## config.mk

```make
export PLATFORM = sky130hd
export DESIGN_NAME = rle_alpha_atlas_decoder
export DESIGN_NICKNAME = d
export VERILOG_FILES = /design/src/hw/rtl/rlad_pkg.sv /design/src/hw/rtl/rlad_core.sv /design/src/hw/rtl/rlad_serializer.sv /design/src/hw/rtl/rle_alpha_atlas_decoder.sv
export SDC_FILE = /design/constraint.sdc
export NUM_CORES = 1
export LEC_CHECK = 0
export BUFFER_PORTS_ARGS = -buffer_cell sky130_fd_sc_hd__buf_2
export CAP_MARGIN = 5
export CORE_MARGIN = 10
export CORE_UTILIZATION = 55
export DETAILED_ROUTE_END_ITERATION = 6
export PLACE_DENSITY_LB_ADDON = 0.08
export SLEW_MARGIN = 0
export SYNTH_ARGS = -nofsm -noshare
export SYNTH_HDL_FRONTEND = slang
export SYNTH_SLANG_ARGS = --single-unit
```

## constraint.sdc

```tcl
create_clock -name clock -period 10.05 [get_ports clock]
set_input_delay 1.5075 -clock clock [delete_from_list [all_inputs] [get_ports clock]]
set_output_delay 1.5075 -clock clock [all_outputs]
set_load 0.1 [all_outputs]
```

## src/hw/rtl/rlad_pkg.sv

```systemverilog
// Shared types and constants of the run-length alpha decoder.
// No dependencies; imported by every module of the block.
`timescale 1ns / 1ps

package rlad_pkg;

   localparam int MaxResults = 3;
   localparam int CountWidth = $clog2(MaxResults + 1);
   localparam int IdxWidth   = $clog2(MaxResults);

   localparam logic [31:0] TotalPixelsReset = 32'd1;

   localparam logic [7:0] RunMask     = 8'h7f;
   localparam logic [3:0] NibbleMask  = 4'hf;

   localparam logic [2:0] STATUS_RUN       = 3'd0;
   localparam logic [2:0] STATUS_COMPLETE  = 3'd1;
   localparam logic [2:0] STATUS_OVERFLOW  = 3'd2;
   localparam logic [2:0] STATUS_TRUNCATED = 3'd3;
   localparam logic [2:0] STATUS_TOO_FEW   = 3'd4;
   localparam logic [2:0] STATUS_EXCESS    = 3'd5;

   typedef enum logic [1:0] {
      PHASE_TOKEN   = 2'd0,
      PHASE_LITERAL = 2'd1,
      PHASE_DISCARD = 2'd2
   } phase_type;

   typedef struct packed {
      logic [7:0] data_byte;
      logic       final_byte;
   } req_type;

   typedef struct packed {
      logic [7:0] alpha;
      logic [7:0] run_length;
      logic [2:0] status;
      logic       last_result;
   } rsp_type;

   typedef struct packed {
      rsp_type [MaxResults-1:0] item;
      logic [CountWidth-1:0]    count;
   } bundle_type;

endpackage

```

## src/hw/rtl/rlad_core.sv

```systemverilog
// Token decode, pixel accounting and error detection for one payload beat.
// Depends on rlad_pkg; emits a bundle of up to three results per beat.
`timescale 1ns / 1ps

module rlad_core (
   input  logic                clock,
   input  logic                reset,
   input  logic                accept,
   input  rlad_pkg::req_type   req,
   input  logic                csr_wr_en,
   input  logic [31:0]         csr_wr_data,
   output rlad_pkg::bundle_type bundle
);
   import rlad_pkg::*;

   phase_type   phase_ff, phase_in;
   logic [7:0]  left_ff, left_in;
   logic [31:0] done_ff, done_in;
   logic [31:0] total_ff;

   logic [7:0]            run_len;
   logic [32:0]           run_end;
   logic                  two_px;
   logic [1:0]            lit_step;
   logic [CountWidth-1:0] n;

   function automatic rsp_type make_rsp(logic [7:0] a, logic [7:0] len, logic [2:0] st);
      rsp_type r;
      r.alpha       = a;
      r.run_length  = len;
      r.status      = st;
      r.last_result = 1'b0;
      return r;
   endfunction

   function automatic logic [7:0] scale17(logic [3:0] nib);
      return {nib, nib};
   endfunction

   always_comb begin
      bundle   = '0;
      n        = '0;
      phase_in = phase_ff;
      left_in  = left_ff;
      done_in  = done_ff;
      two_px   = 1'b0;
      lit_step = 2'd0;
      run_len  = (req.data_byte & RunMask) + 8'd1;
      run_end  = {1'b0, done_ff} + {25'd0, run_len};

      unique case (phase_ff)
         PHASE_TOKEN: begin
            if (done_ff >= total_ff) begin
               bundle.item[IdxWidth'(n)] = make_rsp(8'd0, 8'd0, STATUS_EXCESS);
               n = n + CountWidth'(1);
               phase_in = PHASE_DISCARD;
            end else if (run_end > {1'b0, total_ff}) begin
               bundle.item[IdxWidth'(n)] = make_rsp(8'd0, 8'd0, STATUS_OVERFLOW);
               n = n + CountWidth'(1);
               phase_in = PHASE_DISCARD;
            end else if (!req.data_byte[7]) begin
               bundle.item[IdxWidth'(n)] = make_rsp(8'd0, run_len, STATUS_RUN);
               n = n + CountWidth'(1);
               done_in = run_end[31:0];
            end else begin
               phase_in = PHASE_LITERAL;
               left_in  = run_len;
            end
         end
         PHASE_LITERAL: begin
            two_px = left_ff > 8'd1;
            bundle.item[IdxWidth'(n)] =
               make_rsp(scale17(req.data_byte[7:4] & NibbleMask), 8'd1, STATUS_RUN);
            n = n + CountWidth'(1);
            if (two_px) begin
               bundle.item[IdxWidth'(n)] =
                  make_rsp(scale17(req.data_byte[3:0] & NibbleMask), 8'd1, STATUS_RUN);
               n = n + CountWidth'(1);
            end
            lit_step = two_px ? 2'd2 : 2'd1;
            done_in  = done_ff + {30'd0, lit_step};
            left_in  = left_ff - {6'd0, lit_step};
            if (left_in == 8'd0) begin
               phase_in = PHASE_TOKEN;
            end
         end
         default: begin
         end
      endcase

      if (req.final_byte) begin
         if (phase_in == PHASE_LITERAL) begin
            bundle.item[IdxWidth'(n)] = make_rsp(8'd0, 8'd0, STATUS_TRUNCATED);
            n = n + CountWidth'(1);
         end else if (phase_in == PHASE_TOKEN) begin
            bundle.item[IdxWidth'(n)] = make_rsp(8'd0, 8'd0,
               (done_in == total_ff) ? STATUS_COMPLETE : STATUS_TOO_FEW);
            n = n + CountWidth'(1);
         end
         phase_in = PHASE_TOKEN;
         left_in  = 8'd0;
         done_in  = 32'd0;
      end

      if (n != '0) begin
         bundle.item[IdxWidth'(n - CountWidth'(1))].last_result = 1'b1;
      end
      bundle.count = n;
   end

   always_ff @(posedge clock) begin
      if (reset) begin
         phase_ff <= PHASE_TOKEN;
         left_ff  <= 8'd0;
         done_ff  <= 32'd0;
      end else if (accept) begin
         phase_ff <= phase_in;
         left_ff  <= left_in;
         done_ff  <= done_in;
      end
   end

   always_ff @(posedge clock) begin
      if (reset) begin
         total_ff <= TotalPixelsReset;
      end else if (csr_wr_en) begin
         total_ff <= csr_wr_data;
      end
   end

endmodule

```

## src/hw/rtl/rlad_serializer.sv

```systemverilog
// Result buffer: holds decoded bundles and sends their results one beat at a time.
// Depends on rlad_pkg; a skid bundle takes one more input bundle while the output stalls.
`timescale 1ns / 1ps

module rlad_serializer (
   input  logic                 clock,
   input  logic                 reset,
   input  logic                 push,
   input  rlad_pkg::bundle_type bundle,
   output logic                 full,
   output logic                 rsp_valid,
   input  logic                 rsp_stall,
   output rlad_pkg::rsp_type    rsp_data
);
   import rlad_pkg::*;

   bundle_type          cur_ff, cur_in;
   bundle_type          skid_ff, skid_in;
   logic                cur_valid_ff, cur_valid_in;
   logic                skid_valid_ff, skid_valid_in;
   logic [IdxWidth-1:0] idx_ff, idx_in;

   logic pop;
   logic finishing;
   logic cur_free;

   assign rsp_valid = cur_valid_ff;
   assign rsp_data  = cur_ff.item[idx_ff];
   assign full      = skid_valid_ff;

   always_comb begin
      pop       = cur_valid_ff && !rsp_stall;
      finishing = pop && (CountWidth'(idx_ff) == cur_ff.count - CountWidth'(1));
      cur_free  = !cur_valid_ff || finishing;

      cur_in        = cur_ff;
      skid_in       = skid_ff;
      cur_valid_in  = cur_valid_ff;
      skid_valid_in = skid_valid_ff;
      idx_in        = idx_ff;

      if (cur_free) begin
         idx_in = '0;
         if (skid_valid_ff) begin
            cur_in        = skid_ff;
            cur_valid_in  = 1'b1;
            skid_valid_in = 1'b0;
         end else if (push) begin
            cur_in       = bundle;
            cur_valid_in = 1'b1;
         end else begin
            cur_valid_in = 1'b0;
         end
      end else begin
         if (pop) begin
            idx_in = idx_ff + IdxWidth'(1);
         end
         if (push) begin
            skid_in       = bundle;
            skid_valid_in = 1'b1;
         end
      end
   end

   always_ff @(posedge clock) begin
      if (reset) begin
         cur_valid_ff  <= 1'b0;
         skid_valid_ff <= 1'b0;
         idx_ff        <= '0;
      end else begin
         cur_valid_ff  <= cur_valid_in;
         skid_valid_ff <= skid_valid_in;
         idx_ff        <= idx_in;
      end
   end

   always_ff @(posedge clock) begin
      cur_ff  <= cur_in;
      skid_ff <= skid_in;
   end

endmodule

```

## src/hw/rtl/rle_alpha_atlas_decoder.sv

```systemverilog
// Run-length alpha decoder top level: byte input, result output, pixel-count register.
// Depends on rlad_pkg, rlad_core and rlad_serializer.
`timescale 1ns / 1ps

// Takes one payload beat per cycle while req_stall is low, turning it into
// zero to three results (pixel runs and status reports). While rsp_stall
// is low the result port sends one result per cycle, so a byte's results
// leave one after another and bytes with one result or none sustain one
// byte per cycle. Decoding finishes in the cycle a byte is accepted; its
// results appear on the next cycle at the earliest. A two-bundle result
// buffer lets a new byte enter while earlier results wait; req_stall comes
// straight from a register. total_pixels resets to 1; the user must write
// it through csr_wr_en/csr_wr_data only while idle, unchecked by the block.
module rle_alpha_atlas_decoder (
   input  logic              clock,
   input  logic              reset,
   input  logic              req_valid,
   output logic              req_stall,
   input  rlad_pkg::req_type req_data,
   output logic              rsp_valid,
   input  logic              rsp_stall,
   output rlad_pkg::rsp_type rsp_data,
   input  logic              csr_wr_en,
   input  logic [31:0]       csr_wr_data
);
   import rlad_pkg::*;

   bundle_type bundle;
   logic       accept;
   logic       full;
   logic       push;

   assign req_stall = full;
   assign accept    = req_valid && !full;
   assign push      = accept && (bundle.count != '0);

   rlad_core u_core (
      .clock       (clock),
      .reset       (reset),
      .accept      (accept),
      .req         (req_data),
      .csr_wr_en   (csr_wr_en),
      .csr_wr_data (csr_wr_data),
      .bundle      (bundle)
   );

   rlad_serializer u_serializer (
      .clock     (clock),
      .reset     (reset),
      .push      (push),
      .bundle    (bundle),
      .full      (full),
      .rsp_valid (rsp_valid),
      .rsp_stall (rsp_stall),
      .rsp_data  (rsp_data)
   );

endmodule

```

==> impl_metrics.toml, run 1 <==
[status]
status = "complete, no violations"

[power_and_ir_drop]
power.density_cell_area_nw_per_um2 = 157
p_leak_nw = 4.81
irDropWorstVdd_mv = 0.122

[finish]
layoutNonFillerInstCount = 1625
area_growth_pct = 10.1
insertedDiodeCount = 0
drive_gt1_frac = 0.116
final_nets = 1478

[route]
via_per_inst = 6.37
drtPass1Iterations = 5
wl_per_cell_um = 22.2
first_iter_violations = 892
routed_wl_um = 36100
vias = 10357
postRouteAntennaNets = 0
route.detailed.drc = 0

[logic_synthesis]
ys_seq_elements = 140
synth_edf_count = 62
ys_seq_area_frac = 0.315
synth.avg_cell_area_um2 = 8.22
yosysWarnings = 0
async_flop_share = 0
synth.distinct_cells = 75
synth_flop_cell = "dfxtp_1"
synthTopCellsByArea = "edfxtp_1, dfxtp_1, ha_1, nor2_1, mux2i_1"
yosys.area.top_type = "edfxtp_1"
synth_nets = 1452
netlist_area_um2 = 10900
syn_inst = 1321
yosysTopAreaCellShare = 0.172

[placement]
place.gp.congestion = 1.06
dpl.cell_count = 1593
dp_hpwl_um = 26800
place_ws_ps = 904
portBuffers = 67

[cts]
ctsLongestPathBuffers = 2
cts_setup_buffers = 0
ctsHoldBuffers = 0
h-tree-depth = 4
clock_latency_ps = 450
cts-buffers-inserted = 17
root_buffer = "clkbuf_16"
cts_resized = 0
cts_tree = "built"
clk_pin_slew_ps = 70
clock_sinks = 140

[sta]
finClkSkew_ps = 12.1
hold_ws_ps = 485
timing.final.crit_share = 0.884
finalWorstSetupSlack_ps = 1170
slew_violations = 0
fmax_mhz = 113
hold_viol = 0
grt_setup_unrepaired = "no"
worst_slew_pin_slew_ps = 1210
slew_headroom = 0.189
tns_ps = 0
min_period_ps = 8880
setup_violations = 0

[die]
die_area_um2 = 25800
rows = 51
top_level_ports = 68
initial_core_util = 0.558
die_y_um = 160
die_w_um = 160
core_region_area_um2 = 19500

[global_routing]
grtUsageTotal = 0.273
grt_pass1_vias = 9940
grt_max_degree = 77
grt_pass1_wl_um = 56100
overflow = 0
antenna_found_initial = 0

[worst_setup_path]
cp_max_fo = 31
worstSetupStartpointType = "input pin"
crit_type = "input pin to register"
worst-path-buf-inv = 5
slowest_delay_ps = 810
slowest_stage = "o21ai_1"
endpoint_kind = "register"
critPathArrivalTime_ps = 8980
critical_path.top_delay_family = "compound AO/OA/AOI/OAI gates"
required_ps = 10150

[run]
drv_cap = 0

[hold_path]
hp-class = "register to register"
report_power, final:
group          leakage [nW]  switching [mW]  total [mW]  internal (mW)
Combinational          3.32           0.388       0.551          0.163
Clock                 0.284           0.306       0.643          0.337
Sequential             1.21          0.0316       0.681          0.649
cells in the mapped netlist, types with 5 or more instances:
cell type and count:
a2111oi_0 10, a211oi_1 18, a21o_1 9, a21oi_1 81, a221oi_1 8, a22oi_1 11
a31oi_1 15, and2_1 17, and3_1 14, buf_1 10, buf_2 6, clkbuf_1 65
dfxtp_1 78, edfxtp_1 62, ha_1 82, inv_1 60, mux2_2 14, mux2i_1 47
nand2_1 125, nand2b_1 14, nand3_1 36, nand4_1 27, nor2_1 169, nor2b_1 11
nor3_1 39, nor4_1 10, o211ai_1 17, o21ai_0 55, o22ai_1 5, o311ai_0 5
o31ai_1 13, or2_2 10, or3_1 14, or4_1 9, xnor2_1 44, xor2_1 32
layout make-up:
class | instances | area, µm²
Fill cell | 1817 | 7510
Multi-Input combinational cell | 1036 | 6870
Sequential cell | 140 | 3420
Timing Repair Buffer | 92 | 523
Clock buffer | 18 | 439
Tap cell | 265 | 332
Inverter | 60 | 225
Clock inverter | 14 | 141
kinds of logic (layout without fill, tap and decap cells):
| group | count (synthesis) | count (layout) | synth area share |
|---|---|---|---|
| buf+inv | 145 | 184 | 0.0522 |
| mux | 64 | 64 | 0.0612 |
| xor+xnor | 76 | 76 | 0.0613 |
| simple gates | 511 | 511 | 0.224 |
| compound gates | 300 | 300 | 0.186 |
| flops | 140 | 140 | 0.315 |
| fa+ha+maj | 85 | 85 | 0.100 |
state kept, by name, indices dropped and copies added, names as in the netlist:
register / flops
u_serializer.cur_ff: 31
u_core.total_ff: 32
u_core.phase_ff: 2
u_serializer.full: 1
u_serializer.skid_ff: 31
u_core.left_ff: 8
u_core.done_ff: 32
u_serializer.idx_ff: 2
u_serializer.rsp_valid: 1
layout by cell type (no fill, tap or decap), types with 14 or more instances in the layout:
master	instances
buf_2	67
a211oi_1	18
o211ai_1	17
a31oi_1	15
buf_4	25
o21ai_0	55
ha_1	82
nor3_1	39
nor2_1	168
nand2b_1	14
mux2i_1	47
inv_1	60
a21oi_1	81
nand2_1	125
clkbuf_16	17
nand4_1	27
xor2_1	32
and3_1	14
or3_1	14
nand3_1	36
dfxtp_1	78
edfxtp_1	62
mux2_2	14
xnor2_1	44
and2_1	17
per-layer routing:
layer	up-vias	global-route usage	part of all wire
li1	4874	-	-
met1	4863	0.345	0.41
met2	494	0.436	0.45
met3	126	0.0542	0.081
met4	0	0.137	0.051
met5	-	0	0
tightest hold or removal path, stage by stage (launching register included):
cell	delay (ps)
dfxtp_1	310
o21ai_0	70
a21oi_1	60
metrics by stage:
| step | cell area (µm²) | total power, mW | util |
|---|---|---|---|
| global placement | 11400 | 1.23 | 0.584 |
| finish | 12000 | 1.87 | 0.614 |
| CTS | 12000 | 1.87 | 0.614 |
| detailed placement | 11400 | 1.23 | 0.584 |
| global route | 12000 | 1.95 | 0.614 |
| floorplan | 10900 | 1.09 | - |
path summary, 6_finish.rpt:
| check | startpoint | end | slack, ps | cells past startpoint |
|---|---|---|---|---|
| min | u_core.left_ff[6] | u_core.left_ff[6] | 490 | 2 |
| max | req_data[1] | u_serializer.cur_ff[20] | 1170 | 30 |
| min reg2reg | u_core.left_ff[6] | u_core.left_ff[6] | 490 | 2 |
| max reg2reg | u_core.done_ff[10] | u_serializer.cur_ff[25] | 2200 | 20 |
Power figures use the tool's default switching activity.
==> run 2: changes to the inputs <==
--- a/constraint.sdc
+++ b/constraint.sdc
@@ -3,2 +3,2 @@
 set_output_delay 1.5075 -clock clock [all_outputs]
-set_load 0.1 [all_outputs]
+set_load 0.05 [all_outputs]
==> run 2 against run 1 <==
Register-to-register slack worse by 250 ps. Largest power group unchanged. Non-clock buffer count down 2. Power shrank 3.8%. Worst setup slack got worse by 190 ps. Maximum frequency is 2.1% lower.
==> impl_metrics.toml, run 2 (synthesis gave the netlist of run 1 again) <==
[worst_setup_path]
endpoint_kind = "register"
worstSetupStartpointType = "input pin"
cp_common_cell = "ha_1"
slowest_stage = "o21ai_1"
cp_max_fo = 31
crit_type = "input pin to register"
critPathArrivalTime_ps = 9170
required_ps = 10150
slowest_delay_ps = 980

[hold_path]
hp-class = "register to register"

[finish]
drive_gt1_frac = 0.115
area_growth_pct = 9.88
nFillCells = 1766
fin_util = 0.613
seq_area_um2 = 3420
final_nets = 1476
reg_top3 = "u_core.done_ff x32, u_core.total_ff x32"
final_common_cell = "nor2_1"
insertedDiodeCount = 0
layout_common_cells = "nor2_1, nand2_1, ha_1, a21oi_1, dfxtp_1"
multi_input_area_um2 = 6870

[sta]
timing.final.crit_share = 0.903
fmax_mhz = 110
slew_headroom = 0.135
worst_slew_pin_slew_ps = 1290
grt_setup_unrepaired = "no"
slew_violations = 0
hold_viol = 0
setup_violations = 0
finClkSkew_ps = 12.3
min_period_ps = 9080
finalWorstSetupSlack_ps = 975
tns_ps = 0

[cts]
clock_latency_ps = 440
clk_pin_slew_ps = 70
cts_resized = 0
cts-buffers-inserted = 17
root_buffer = "clkbuf_16"
cts_tree = "built"
cts_setup_buffers = 0
ctsHoldBuffers = 0
clock_sinks = 140
ctsLongestPathBuffers = 2
h-tree-depth = 4

[power_and_ir_drop]
p_leak_nw = 4.80
power.density_cell_area_nw_per_um2 = 151
irDropWorstVdd_mv = 0.128

[die]
rows = 51
die_y_um = 160
core_region_area_um2 = 19500
die_w_um = 160
die_area_um2 = 25800
top_level_ports = 68
initial_core_util = 0.558

[placement]
dp_hpwl_um = 27000
portBuffers = 67
place_ws_ps = 690
place.gp.congestion = 1.04

[route]
route.detailed.drc = 0
first_iter_violations = 1037
drtPass1Iterations = 5
routed_wl_um = 36400
vias = 10353
via_per_inst = 6.38
wl_per_cell_um = 22.4
postRouteAntennaNets = 0

[status]
status = "complete, no violations"

[global_routing]
grt_pass1_vias = 9947
grt_max_degree = 77
grt_pass1_wl_um = 56900
antenna_found_initial = 0
grtUsageTotal = 0.278
overflow = 0

[run]
drv_cap = 0
## run 2: changes by cell type in the layout (fill, tap and decap cells not counted)
cell / delta
buf_4: -2
clkinv_2: +1
inv_6: -1
clkbuf_8: -1
clkinv_4: +1
## run 2: per-layer routing
metal,up-vias,GRT usage,part of all wire
met4,0,0.150,0.049
met1,4886,0.345,0.42
li1,4864,-,-
met2,487,0.449,0.46
met3,116,0.0532,0.075
met5,-,0,0
## run 2: layout make-up
| class | instances | share of cell area |
|---|---|---|
| Inverter | 60 | 0.0189 |
| Tap cell | 265 | 0.0278 |
| Multi-Input combinational cell | 1036 | 0.576 |
| Sequential cell | 140 | 0.287 |
| Clock inverter | 15 | 0.0123 |
| Timing Repair Buffer | 90 | 0.0426 |
| Clock buffer | 17 | 0.0357 |
## run 2: path summary, 6_finish.rpt
check,startpoint,to,slack [ps],cells after the start
min,u_core.left_ff[6],u_core.left_ff[6],490,2
max,req_data[1],u_serializer.cur_ff[37],970,28
min reg2reg,u_core.left_ff[6],u_core.left_ff[6],490,2
max reg2reg,u_core.done_ff[8],u_serializer.skid_ff[5],1950,20
## run 2: power by group
| part | internal [mW] | switching (mW) |
|---|---|---|
| clock network | 0.329 | 0.298 |
| logic | 0.162 | 0.332 |
| registers | 0.649 | 0.0315 |
## run 2: worst max-delay path: cells and delay by family
| kind | cells | cell delay (ps) |
|---|---|---|
| AO/OA/AOI/OAI | 9 | 3590 |
| AND/OR/NAND/NOR | 11 | 2080 |
| adder cells (fa/ha/maj) | 3 | 920 |
| buffers and inverters | 3 | 580 |
| XOR/XNOR | 2 | 460 |
## run 2: per-stage QoR
step                total power [mW]  std cells  hold WS [ps]  area [µm²]
floorplan                       1.03       1321           453       10900
detailed placement              1.18       1591           479       11400
global placement                1.17       1591           472       11400
CTS                             1.80       1623           489       11900
finish                          1.80       1623           487       11900
global route                    1.88       1623           526       11900
